--- src/hdl/wfts_pkg.sv ---
// Shared types, constants and command codes for the weighted fair task scheduler.
// No dependencies; every other file of the block but wfts_ram imports this package.
`timescale 1ns / 1ps

package wfts_pkg;

    localparam int SLOTS  = 256;
    localparam int SLOT_W = $clog2(SLOTS);
    localparam int CUR_W  = SLOT_W + 1;
    localparam int CNT_W  = $clog2(SLOTS + 1);

    localparam int TIME_W = 48;
    localparam int VR_W   = 64;
    localparam int WT_W   = 12;
    localparam int ID_W   = 16;
    localparam int TICK_W = 32;
    localparam int SHIFT  = 10;
    localparam int DIVD_W = TIME_W + SHIFT;

    localparam logic [1:0] ACT_TICK   = 2'd0;
    localparam logic [1:0] ACT_CREATE = 2'd1;
    localparam logic [1:0] ACT_EXIT   = 2'd2;

    localparam logic [1:0] STAT_DONE    = 2'd0;
    localparam logic [1:0] STAT_NOFREE  = 2'd1;
    localparam logic [1:0] STAT_IGNORED = 2'd2;

    localparam logic [2:0] PRI_HIGH = 3'd1;
    localparam logic [2:0] PRI_LOW  = 3'd3;

    localparam logic [WT_W-1:0] W_NORMAL = 12'd1024;
    localparam logic [WT_W-1:0] W_HIGH   = 12'd3121;
    localparam logic [WT_W-1:0] W_LOW    = 12'd335;

    localparam logic [7:0] SLICE_RST = 8'd10;

    localparam logic [3:0] OP_NOP       = 4'd0;
    localparam logic [3:0] OP_LOAD      = 4'd1;
    localparam logic [3:0] OP_TICK      = 4'd2;
    localparam logic [3:0] OP_INIT      = 4'd3;
    localparam logic [3:0] OP_FREE      = 4'd4;
    localparam logic [3:0] OP_CREATE    = 4'd5;
    localparam logic [3:0] OP_NOFREE    = 4'd6;
    localparam logic [3:0] OP_IGNORE    = 4'd7;
    localparam logic [3:0] OP_EXIT      = 4'd8;
    localparam logic [3:0] OP_PICK      = 4'd9;
    localparam logic [3:0] OP_RD_PREV   = 4'd10;
    localparam logic [3:0] OP_CHG_START = 4'd11;
    localparam logic [3:0] OP_CHG_WR    = 4'd12;
    localparam logic [3:0] OP_RD_NEXT   = 4'd13;
    localparam logic [3:0] OP_SWITCH    = 4'd14;
    localparam logic [3:0] OP_EMIT      = 4'd15;

    typedef struct packed {
        logic [VR_W-1:0]   vr;
        logic [WT_W-1:0]   weight;
        logic [ID_W-1:0]   id;
        logic [TIME_W-1:0] start;
    } t_entry;

    localparam int ENTRY_W = $bits(t_entry);

    typedef struct packed {
        logic [3:0] op;
    } t_cmd;

    typedef struct packed {
        logic [1:0] action;
        logic       cur_task_ok;
        logic       div_busy;
        logic       rem_zero;
        logic       free_hit;
        logic       scan_end;
        logic       pick_done;
        logic       same;
        logic       can_charge;
        logic       out_free;
    } t_sts;

endpackage

--- src/hdl/wfts_ctrl.sv ---
// Sequencing state machine: decodes an event and steps the datapath.
// Depends on wfts_pkg.
`timescale 1ns / 1ps

module wfts_ctrl (
    input  logic           i_clk,
    input  logic           i_rst_n,
    input  logic           i_in_valid,
    output logic           o_in_ready,
    input  wfts_pkg::t_sts i_sts,
    output wfts_pkg::t_cmd o_cmd
);
    import wfts_pkg::*;

    localparam logic [3:0] S_IDLE   = 4'd0;
    localparam logic [3:0] S_DECODE = 4'd1;
    localparam logic [3:0] S_TDIV   = 4'd2;
    localparam logic [3:0] S_FREE   = 4'd3;
    localparam logic [3:0] S_PICK   = 4'd4;
    localparam logic [3:0] S_DECIDE = 4'd5;
    localparam logic [3:0] S_CDIV   = 4'd6;
    localparam logic [3:0] S_CWAIT  = 4'd7;
    localparam logic [3:0] S_RDNX   = 4'd8;
    localparam logic [3:0] S_SWITCH = 4'd9;
    localparam logic [3:0] S_EMIT   = 4'd10;

    logic [3:0] r_state;
    logic [3:0] n_state;
    logic [3:0] op;

    always_comb begin
        n_state = r_state;
        op      = OP_NOP;
        unique case (r_state)
            S_IDLE: begin
                if (i_in_valid) begin
                    op      = OP_LOAD;
                    n_state = S_DECODE;
                end
            end
            S_DECODE: begin
                unique case (i_sts.action)
                    ACT_TICK: begin
                        op      = OP_TICK;
                        n_state = S_TDIV;
                    end
                    ACT_CREATE: begin
                        op      = OP_INIT;
                        n_state = S_FREE;
                    end
                    ACT_EXIT: begin
                        if (i_sts.cur_task_ok) begin
                            op      = OP_EXIT;
                            n_state = S_PICK;
                        end else begin
                            op      = OP_IGNORE;
                            n_state = S_EMIT;
                        end
                    end
                    default: begin
                        op      = OP_IGNORE;
                        n_state = S_EMIT;
                    end
                endcase
            end
            S_TDIV: begin
                if (!i_sts.div_busy) begin
                    if (i_sts.rem_zero) begin
                        op      = OP_INIT;
                        n_state = S_PICK;
                    end else begin
                        n_state = S_EMIT;
                    end
                end
            end
            S_FREE: begin
                priority if (i_sts.free_hit) begin
                    op      = OP_CREATE;
                    n_state = S_EMIT;
                end else if (i_sts.scan_end) begin
                    op      = OP_NOFREE;
                    n_state = S_EMIT;
                end else begin
                    op = OP_FREE;
                end
            end
            S_PICK: begin
                op = OP_PICK;
                if (i_sts.pick_done) begin
                    n_state = S_DECIDE;
                end
            end
            S_DECIDE: begin
                priority if (i_sts.same) begin
                    n_state = S_EMIT;
                end else if (i_sts.can_charge) begin
                    op      = OP_RD_PREV;
                    n_state = S_CDIV;
                end else begin
                    op      = OP_RD_NEXT;
                    n_state = S_SWITCH;
                end
            end
            S_CDIV: begin
                op      = OP_CHG_START;
                n_state = S_CWAIT;
            end
            S_CWAIT: begin
                if (!i_sts.div_busy) begin
                    op      = OP_CHG_WR;
                    n_state = S_RDNX;
                end
            end
            S_RDNX: begin
                op      = OP_RD_NEXT;
                n_state = S_SWITCH;
            end
            S_SWITCH: begin
                op      = OP_SWITCH;
                n_state = S_EMIT;
            end
            S_EMIT: begin
                if (i_sts.out_free) begin
                    op      = OP_EMIT;
                    n_state = S_IDLE;
                end
            end
            default: begin
                n_state = S_IDLE;
            end
        endcase
    end

    always_ff @(posedge i_clk) begin
        if (!i_rst_n) begin
            r_state <= S_IDLE;
        end else begin
            r_state <= n_state;
        end
    end

    assign o_in_ready = (r_state == S_IDLE);
    assign o_cmd.op   = op;

endmodule

--- config.mk ---
export PLATFORM = sky130hd
export DESIGN_NAME = wfts_ctrl
export DESIGN_NICKNAME = d
export VERILOG_FILES = /design/src/hdl/wfts_pkg.sv /design/src/hdl/wfts_ctrl.sv
export SDC_FILE = /design/constraint.sdc
export NUM_CORES = 1
export LEC_CHECK = 0
export BUFFER_PORTS_ARGS = -buffer_cell sky130_fd_sc_hd__buf_4
export CELL_PAD_IN_SITES_DETAIL_PLACEMENT = 0
export CELL_PAD_IN_SITES_GLOBAL_PLACEMENT = 2
export CORE_ASPECT_RATIO = 0.75
export CORE_MARGIN = 1
export CORE_UTILIZATION = 27
export CTS_CLUSTER_SIZE = 24
export DETAILED_ROUTE_END_ITERATION = 12
export PLACE_DENSITY = 0.79
export SLEW_MARGIN = 15
export SYNTH_ARGS = -nofsm -noshare
export SYNTH_HDL_FRONTEND = slang
export SYNTH_SLANG_ARGS = --single-unit
export TNS_END_PERCENT = 20
--- constraint.sdc ---
create_clock -name i_clk -period 3.95 [get_ports i_clk]
set_input_delay 0.79 -clock i_clk [delete_from_list [all_inputs] [get_ports i_clk]]
set_output_delay 0.79 -clock i_clk [all_outputs]
set_load 0.02 [all_outputs]
==> reports/results.tsv, run 1 <==
metric	value	unit
dp_cells	125	
tritoncts	yes	
ctsHtreeMaxLevel	1	
fmax	346	MHz
ys_types	34	
worstSetupEndpoint	o_cmd[1]	
die_x	56.0	um
grt_max_degree	19	
start_kind	flip-flop	
met1_length	835	um
startpoint	r_state[1]	
rsz0062_at_grt	false	
seq_area_frac_synth	13.6	%
cts_hold_buf	0	
max_slew_margin	62.8	%
hpwlAfterDp	1370	um
diodes	0	
grt-ovfl-total	0	
outcome	completed	
largest_reg_flops	4	
numClockSinks	4	
final_cell_mix	buf_4, nand2_1, nor2_1	
r2r_start	r_state[1]	
power.static_leakage	0.285	nW
dp_worst_setup_slack	1280	ps
slew_violations	0	
wl_met3	166	um
max_cap_viol_count	0	
fin_crit	2890	ps
hold_viol_final	0	
holdPathStages	2	
top_layer	met3	
wirelength	1780	um
setup_viol	0	
portBuffers	18	
cts_setup_buffers	0	
p_total	0.550	mW
design_area	748	um^2
required	3160	ps
cts_buffers	3	
reg2regPathDepth	5	
totalNegativeSetupSlack	0	ps
worst_clock_skew	2.27	ps
grt_use_total	15.6	%
final_nets	120	
fin_ws	1060	ps
syn-cell-area	591	um^2
vias_per_cell	5.62	
regMostFlops	r_state	
grt_pass1_vias	648	
routedWlPerCell	13.9	um
synthCells	88	
fin_crit_sh	73.2	%
syn_avg_cell_area	6.71	um^2
synth.yosys.warnings	0	
cellPowerDensity	735	nW/um^2
rows	14	
fin_cells	128	
ctsResizeCount	0	
holdWs	676	ps
top_regs	r_state x4	
drc	0	
clock_path_buffers	2	
place.gp.congestion	0.810	
met2_length	773	um
utilization	36.8	%
critPathKind	reg2out	
min_path_type	reg2reg	
antenna_found_initial	0	
final_common_cell	buf_4	
start_util	29.1	%
drive_gt1_share	23.1	%
worst_slew_pin_slew	557	ps
reg2reg_slack	2030	ps
ios	19	
drtAntennaViolNets	0	
syn2layout_area_growth	26.7	%
core_area	2030	um^2
vdd_ir_drop_max	0.363	mV
die_y	42.5	um
clk_pin_slew	40	ps
ys_ff_latch	4	
syn-num-nets	102	
drtIter0Drc	19	
die-area	2380	um^2
cp.arrival	2100	ps
grt_pass1_wl	3030	um
worstSetupEndpointType	output pin	
critPathMaxFanout	16	
detailed_place.area	726	um^2
cts-root-buf	clkbuf_4	
r2r-end	r_state[0]	
dr.pass1.iters	4	
clkLatencyLatePin	230	ps
vias	719	
[worst min path at each step]
stage / to / from
CTS: r_state[2] / r_state[2]
floorplan: r_state[3] / r_state[2]
finish: r_state[2] / r_state[2]
global placement: r_state[2] / r_state[2]
detailed placement: r_state[2] / r_state[2]
global route: r_state[2] / r_state[2]
[cells in the mapped netlist, drive strengths merged]
cell type   n  area, um^2
o2bb2ai     1        8.76
or3         1        11.3
nand3       4        20.0
nand2b      4        25.0
dfxtp       4        80.1
o32ai       1        8.76
nand3b      3        22.5
o311ai      3        33.8
o21ai       4        20.0
a31oi       1        6.26
o32a        1        10.0
nor3b       1        7.51
clkbuf      1        3.75
nor2b       6        37.5
o21bai      1        7.51
mux2i       3        30.0
o211ai      1        7.51
inv         3        11.3
or2         1        6.26
o221ai      1        15.0
nand2      11        41.3
nor2        9        33.8
nor4b       1        8.76
buf         4        26.3
a21oi       5        25.0
nor4        1        6.26
or4         1        7.51
nand4       2        12.5
nor3        6        30.0
o41ai       1        8.76
nor4bb      1        10.0
o31ai       1        7.51
[cell type report]
cell class | instances | area [um^2]
inverters | 3 | 11.3
fillers | 221 | 1280
repair buffers | 18 | 135
multi-input cells | 76 | 469
well taps | 24 | 30.0
flip-flops and latches | 4 | 80.1
clock buffers | 3 | 22.5
[report_power, final]
part           leakage, nW  switching, mW  internal, mW  total, mW
clock network       0.0138         0.0142        0.0338     0.0480
logic                0.238          0.211         0.170      0.381
registers           0.0328         0.0645        0.0565      0.121
[cells by family after synthesis]
family / synth area share [%]
and+or+nand+nor: 47.5
muxes: 5.08
DFF: 13.6
buffers and inverters: 6.99
AOI/OAI and AO/OA: 26.9
[critical path: stages (launching register included)]
cell and delay [ps]:
dfxtp_1 640, or2_1 330, or3_4 200, nor2_1 40, or4_1 490, buf_4 170
[routing by layer]
layer	vias to the layer above	GRT usage, %
met5	-	0
met3	0	3.70
met1	322	23.4
met2	35	23.8
li1	362	-
met4	0	0
Note: power is estimated with default switching activity, not from simulation.
==> inputs of run 2 (changes only) <==
- ABC_AREA: unset -> 1
- CORE_UTILIZATION: 27 -> 21
- PLACE_DENSITY: 0.79 -> 0.72
- clock period: 3.95 -> 2.3 ns (I/O delays scaled with it)
==> reports/results.tsv, run 2 <==
metric	value	unit	change
outcome	completed		
vias	745		+3.6%
dr.pass1.iters	4		unchanged
fillers	322		+46%
synthCells	116		+32%
clock_path_buffers	2		unchanged
fmax	504	MHz	
design_area	836	um^2	+12%
clk_pin_slew	30	ps	about the same
min_to	r_state[1]		
dp_cells	171		+37%
critPathMaxFanout	6		-10
die-area	3110	um^2	+31%
hp-start	i_rst_n		
setup_viol	0		unchanged
seq_area_frac_synth	13.2	%	-0.36 points
power.static_leakage	0.478	nW	+68%
start_kind	flip-flop		
die_x	64.1	um	+14%
grt-ovfl-total	0		unchanged
rsz0062_at_grt	false		
synth-simple-area-share	64.9	%	+17 points
max_slew_margin	77.7	%	+15 points
max_cap_viol_count	0		unchanged
cts_hold_buf	0		unchanged
antenna_found_initial	0		unchanged
tritoncts	yes		
worst_clock_skew	2.11	ps	-0.159 ps
clkLatencyLatePin	210	ps	-20 ps
synth-compound-area-share	8.87	%	-18 points
final_common_cell	nand2_1		
reg2reg_slack	900	ps	-1130 ps
portBuffers	18		unchanged
worstSetupEndpointType	output pin		
fin_crit	1990	ps	
cts_setup_buffers	0		unchanged
ys_ff_latch	4		unchanged
drtAntennaViolNets	0		unchanged
fin_cells	174		+36%
slew_violations	0		unchanged
cellPowerDensity	1210	nW/um^2	+65%
synth_area_leaders	nand2_1, dfxtp_1, inv_1		
worst_slew_pin_slew	334	ps	-223 ps
wirelength	1790	um	+0.68%
grt_pass1_wl	3070	um	+1.4%
cp.arrival	1530	ps	-570 ps
syn-num-nets	130		+27%
yosysMostFrequentCell	nand2_1		
cts-root-buf	clkbuf_8		
rows	16		+2
synth_top_cell_by_area	nand2_1		
critPathKind	reg2out		
drtIter0Drc	12		-7
r2r_start	r_state[2]		
synth_top_area_share	22.9	%	+9.3 points
hpwlAfterDp	1550	um	+14%
diodes	0		unchanged
regMostFlops	r_state		
ys_types	15		-56%
r2r-end	r_state[3]		
synth.yosys.warnings	0		unchanged
cts_buffers	3		unchanged
routedWlPerCell	10.3	um	-26%
detailed_place.area	795	um^2	+9.5%
syn-cell-area	607	um^2	+2.8%
numClockSinks	4		unchanged
hold_viol_final	0		unchanged
start_util	22.6	%	-6.4 points
totalNegativeSetupSlack	0	ps	unchanged
synth_fa_ha_area_share	0	%	unchanged
synth_top_family_by_area	simple AND/OR/NAND/NOR gates		
final_nets	154		+28%
place.gp.congestion	0.762		-5.9%
top_regs	r_state x4		
syn2layout_area_growth	37.7	%	
core_area	2680	um^2	+32%
drive_gt1_share	32.6	%	+9.5 points
synthFlopType	dfxtp_1		
largest_reg_flops	4		unchanged
grt_max_degree	7		-12
min_path_type	in2reg		
ctsResizeCount	0		unchanged
final_cell_mix	nand2_1, buf_4, inv_1		
grt_use_total	12.7	%	-2.9 points
vdd_ir_drop_max	0.315	mV	-13%
required	1840	ps	-1320 ps
syn_avg_cell_area	5.23	um^2	-22%
synth_edf_count	0		unchanged
ios	19		unchanged
vias_per_cell	4.28		-24%
synth_mux_area_share	0	%	-5.1 points
fin_crit_sh	86.4	%	
synth-async-reset-ratio	0	%	unchanged
ctsHtreeMaxLevel	1		unchanged
grt_pass1_vias	687		+6.0%
reg2regPathDepth	8		+3
ys_top_cells_by_count	nand2_1, inv_1, nor2_1, nand3_1, nor2_2		
die_y	48.6	um	+14%
holdPathStages	3		+1
drc	0		unchanged
synth_xor_area_share	0	%	unchanged
p_total	1.01	mW	+84%
[run 2: power by group]
| part | switching, mW | internal [mW] | leakage [nW] |
|---|---|---|---|
| logic | 0.454 | 0.274 | 0.423 |
| clock network | 0.0317 | 0.111 | 0.0216 |
| registers | 0.0465 | 0.0958 | 0.0327 |
| total | 0.532 | 0.481 | 0.478 |
[run 2: per-stage QoR]
step	hold WS, ps	util, %	setup WS [ps]
2_1_floorplan	514	-	756
3_3_place_gp	544	29.6	529
3_5_place_dp	544	29.6	548
4_1_cts	525	31.2	322
5_1_grt	572	31.2	225
6_report	528	31.2	314
[run 2: worst max-delay path, stage by stage, from the launching register on]
cell and delay, ps:
dfxtp_1 360, nor2_2 300, nand2_1 120, o22ai_1 260, nor2_1 70, nand4_1 70
buf_4 140
[run 2: cell families (layout without fill, tap and decap cells)]
logic type | Yosys count | in the layout
DFF | 4 | 4
AOI/OAI and AO/OA | 10 | 10
buffers and inverters | 21 | 43
and+or+nand+nor | 81 | 81
[run 2: final cells by class]
type                    instances  area, um^2  share of cell area (%)
multi-input cells              91         448                    53.6
well taps                      36        45.0                    5.39
flip-flops and latches          4        80.1                    9.58
repair buffers                 19         143                    17.1
inverters                      21        78.8                    9.43
clock buffers                   3        41.3                    4.94
[run 2: how the worst max path moves through the flow]
| stage | depth (start not counted) | to | start |
|---|---|---|---|
| 4_1_cts | 6 | o_cmd[0] | r_state[3] |
| 3_3_place_gp | 7 | o_cmd[2] | r_state[2] |
| 3_5_place_dp | 6 | o_cmd[0] | r_state[3] |
| 2_1_floorplan | 5 | o_cmd[1] | r_state[3] |
| 5_1_grt | 7 | o_cmd[3] | r_state[0] |
| 6_report | 6 | o_cmd[0] | r_state[2] |
[run 2: layer usage]
layer  wire [um]  GRT usage [%]  up-vias
met5           0              0        -
met4           0           1.14        0
met3          59           2.59        0
met2         729           18.6       12
met1         998           19.2      321
li1            -              -      412
==> inputs of run 3 (changes only) <==
- PLACE_DENSITY: 0.72 -> 0.73
==> reports/results.tsv, run 3 (synthesis gave the netlist of run 2 again) <==
metric	value	unit	change
rsz0062_at_grt	false		
grt-ovfl-total	0		unchanged
met1_usage	19.8	%	+0.54 points
slowest_delay	350	ps	about the same
dr.pass1.iters	4		unchanged
ios	19		unchanged
worst_clock_skew	1.91	ps	-0.197 ps
rows	16		unchanged
max_cap_viol_count	0		unchanged
holdWs	537	ps	+8.64 ps
critPathKind	reg2out		
clkLatencyLatePin	210	ps	about the same
critPathMaxFanout	6		unchanged
cts_buffers	3		unchanged
regMostFlops	r_state		
cts-root-buf	clkbuf_8		
grt_max_degree	7		unchanged
hold_viol_final	0		unchanged
max_slew_margin	78.1	%	+0.45 points
fin_crit_sh	85.5	%	-0.81 points
slowest_stage	dfxtp_1		
hpwlAfterDp	1600	um	+3.0%
worstSetupEndpointType	output pin		
slew_violations	0		unchanged
top_regs	r_state x4		
fmax	508	MHz	+0.95%
p_total	1.01	mW	+0.16%
required	1840	ps	about the same
cellPowerDensity	1210	nW/um^2	+0.16%
clk_pin_slew	30	ps	about the same
ctsHtreeMaxLevel	1		unchanged
ctsResizeCount	0		unchanged
die_y	48.6	um	unchanged
wirelength	1860	um	+3.8%
fin_ws	333	ps	+18.6 ps
diodes	0		unchanged
cp.arrival	1510	ps	-20 ps
setup_viol	0		unchanged
fin_cells	174		unchanged
drtIter0Drc	20		+8
numClockSinks	4		unchanged
cts_setup_buffers	0		unchanged
tritoncts	yes		
grt_pass1_vias	753		+9.6%
totalNegativeSetupSlack	0	ps	unchanged
die_x	64.1	um	unchanged
design_area	836	um^2	unchanged
utilization	31.2	%	unchanged
cts_hold_buf	0		unchanged
dp_cells	171		unchanged
antenna_found_initial	0		unchanged
final_common_cell	nand2_1		
final_nets	154		unchanged
die-area	3110	um^2	unchanged
detailed_place.area	795	um^2	unchanged
outcome	completed		
final_cell_mix	nand2_1, buf_4, inv_1		
worst_slew_pin_slew	327	ps	-6.73 ps
routedWlPerCell	10.7	um	+3.8%
grt_use_total	13.3	%	+0.69 points
power.static_leakage	0.478	nW	unchanged
drc	0		unchanged
vdd_ir_drop_max	0.339	mV	+7.6%
core_area	2680	um^2	unchanged
grt_pass1_wl	3200	um	+4.3%
grt.met3_usage	1.65	%	-0.94 points
dp_worst_setup_slack	538	ps	-10.4 ps
place.gp.congestion	0.747		-2.0%
portBuffers	18		unchanged
crit_path_cell_trace	nor2_2 -> nand2_1 -> o22ai_1 -> nor2_1 -> nand4_1 -> buf_4		
fillers	315		-2.2%
vias_per_cell	4.48		+4.7%
clock_path_buffers	2		unchanged
vias	780		+4.7%
start_kind	flip-flop		
grt_busiest_layer	met2		
path_delay_family	simple AND/OR/NAND/NOR gates		
drive_gt1_share	32.6	%	unchanged
met2_usage	20.0	%	+1.4 points
fin_crit	1970	ps	-18.6 ps
start_util	22.6	%	unchanged
min_path_type	in2reg		
drtAntennaViolNets	0		unchanged
largest_reg_flops	4		unchanged
reg2reg_slack	910	ps	about the same
syn2layout_area_growth	37.7	%	unchanged
crit_buf_inv	1		unchanged
-- run 3: cell counts in the layout (fill, tap and decap cells not counted) --
No cell type changed its count.
-- run 3: power breakdown --
group / total, mW / internal (mW) / switching, mW
clock: 0.145 / 0.111 / 0.0339
combinational: 0.730 / 0.274 / 0.456
sequential: 0.139 / 0.0958 / 0.0434
total: 1.01 / 0.481 / 0.533
-- run 3: worst min-delay path: stages --
cell and delay [ps]:
buf_4 80, inv_1 60, a21oi_1 110
-- run 3: final cells by class --
cell class	instances	area (um^2)	area share [%]
multi-input cells	91	448	53.6
repair buffers	19	143	17.1
flip-flops and latches	4	80.1	9.58
inverters	21	78.8	9.43
well taps	36	45.0	5.39
clock buffers	3	41.3	4.94
-- run 3: path summary, 6_finish.rpt --
path	endpoint	cells past startpoint	start
worst max-delay path	o_cmd[0]	6	r_state[2]
worst min-delay path	r_state[1]	3	i_rst_n
worst max register to register	r_state[3]	8	r_state[2]
worst min register to register	r_state[1]	2	r_state[1]
-- run 3: metal layers --
| layer | routed length [um] | vias up |
|---|---|---|
| met4 | 0 | 0 |
| met2 | 808 | 22 |
| met1 | 954 | 344 |
| met5 | 0 | - |
| li1 | - | 414 |
| met3 | 92 | 0 |
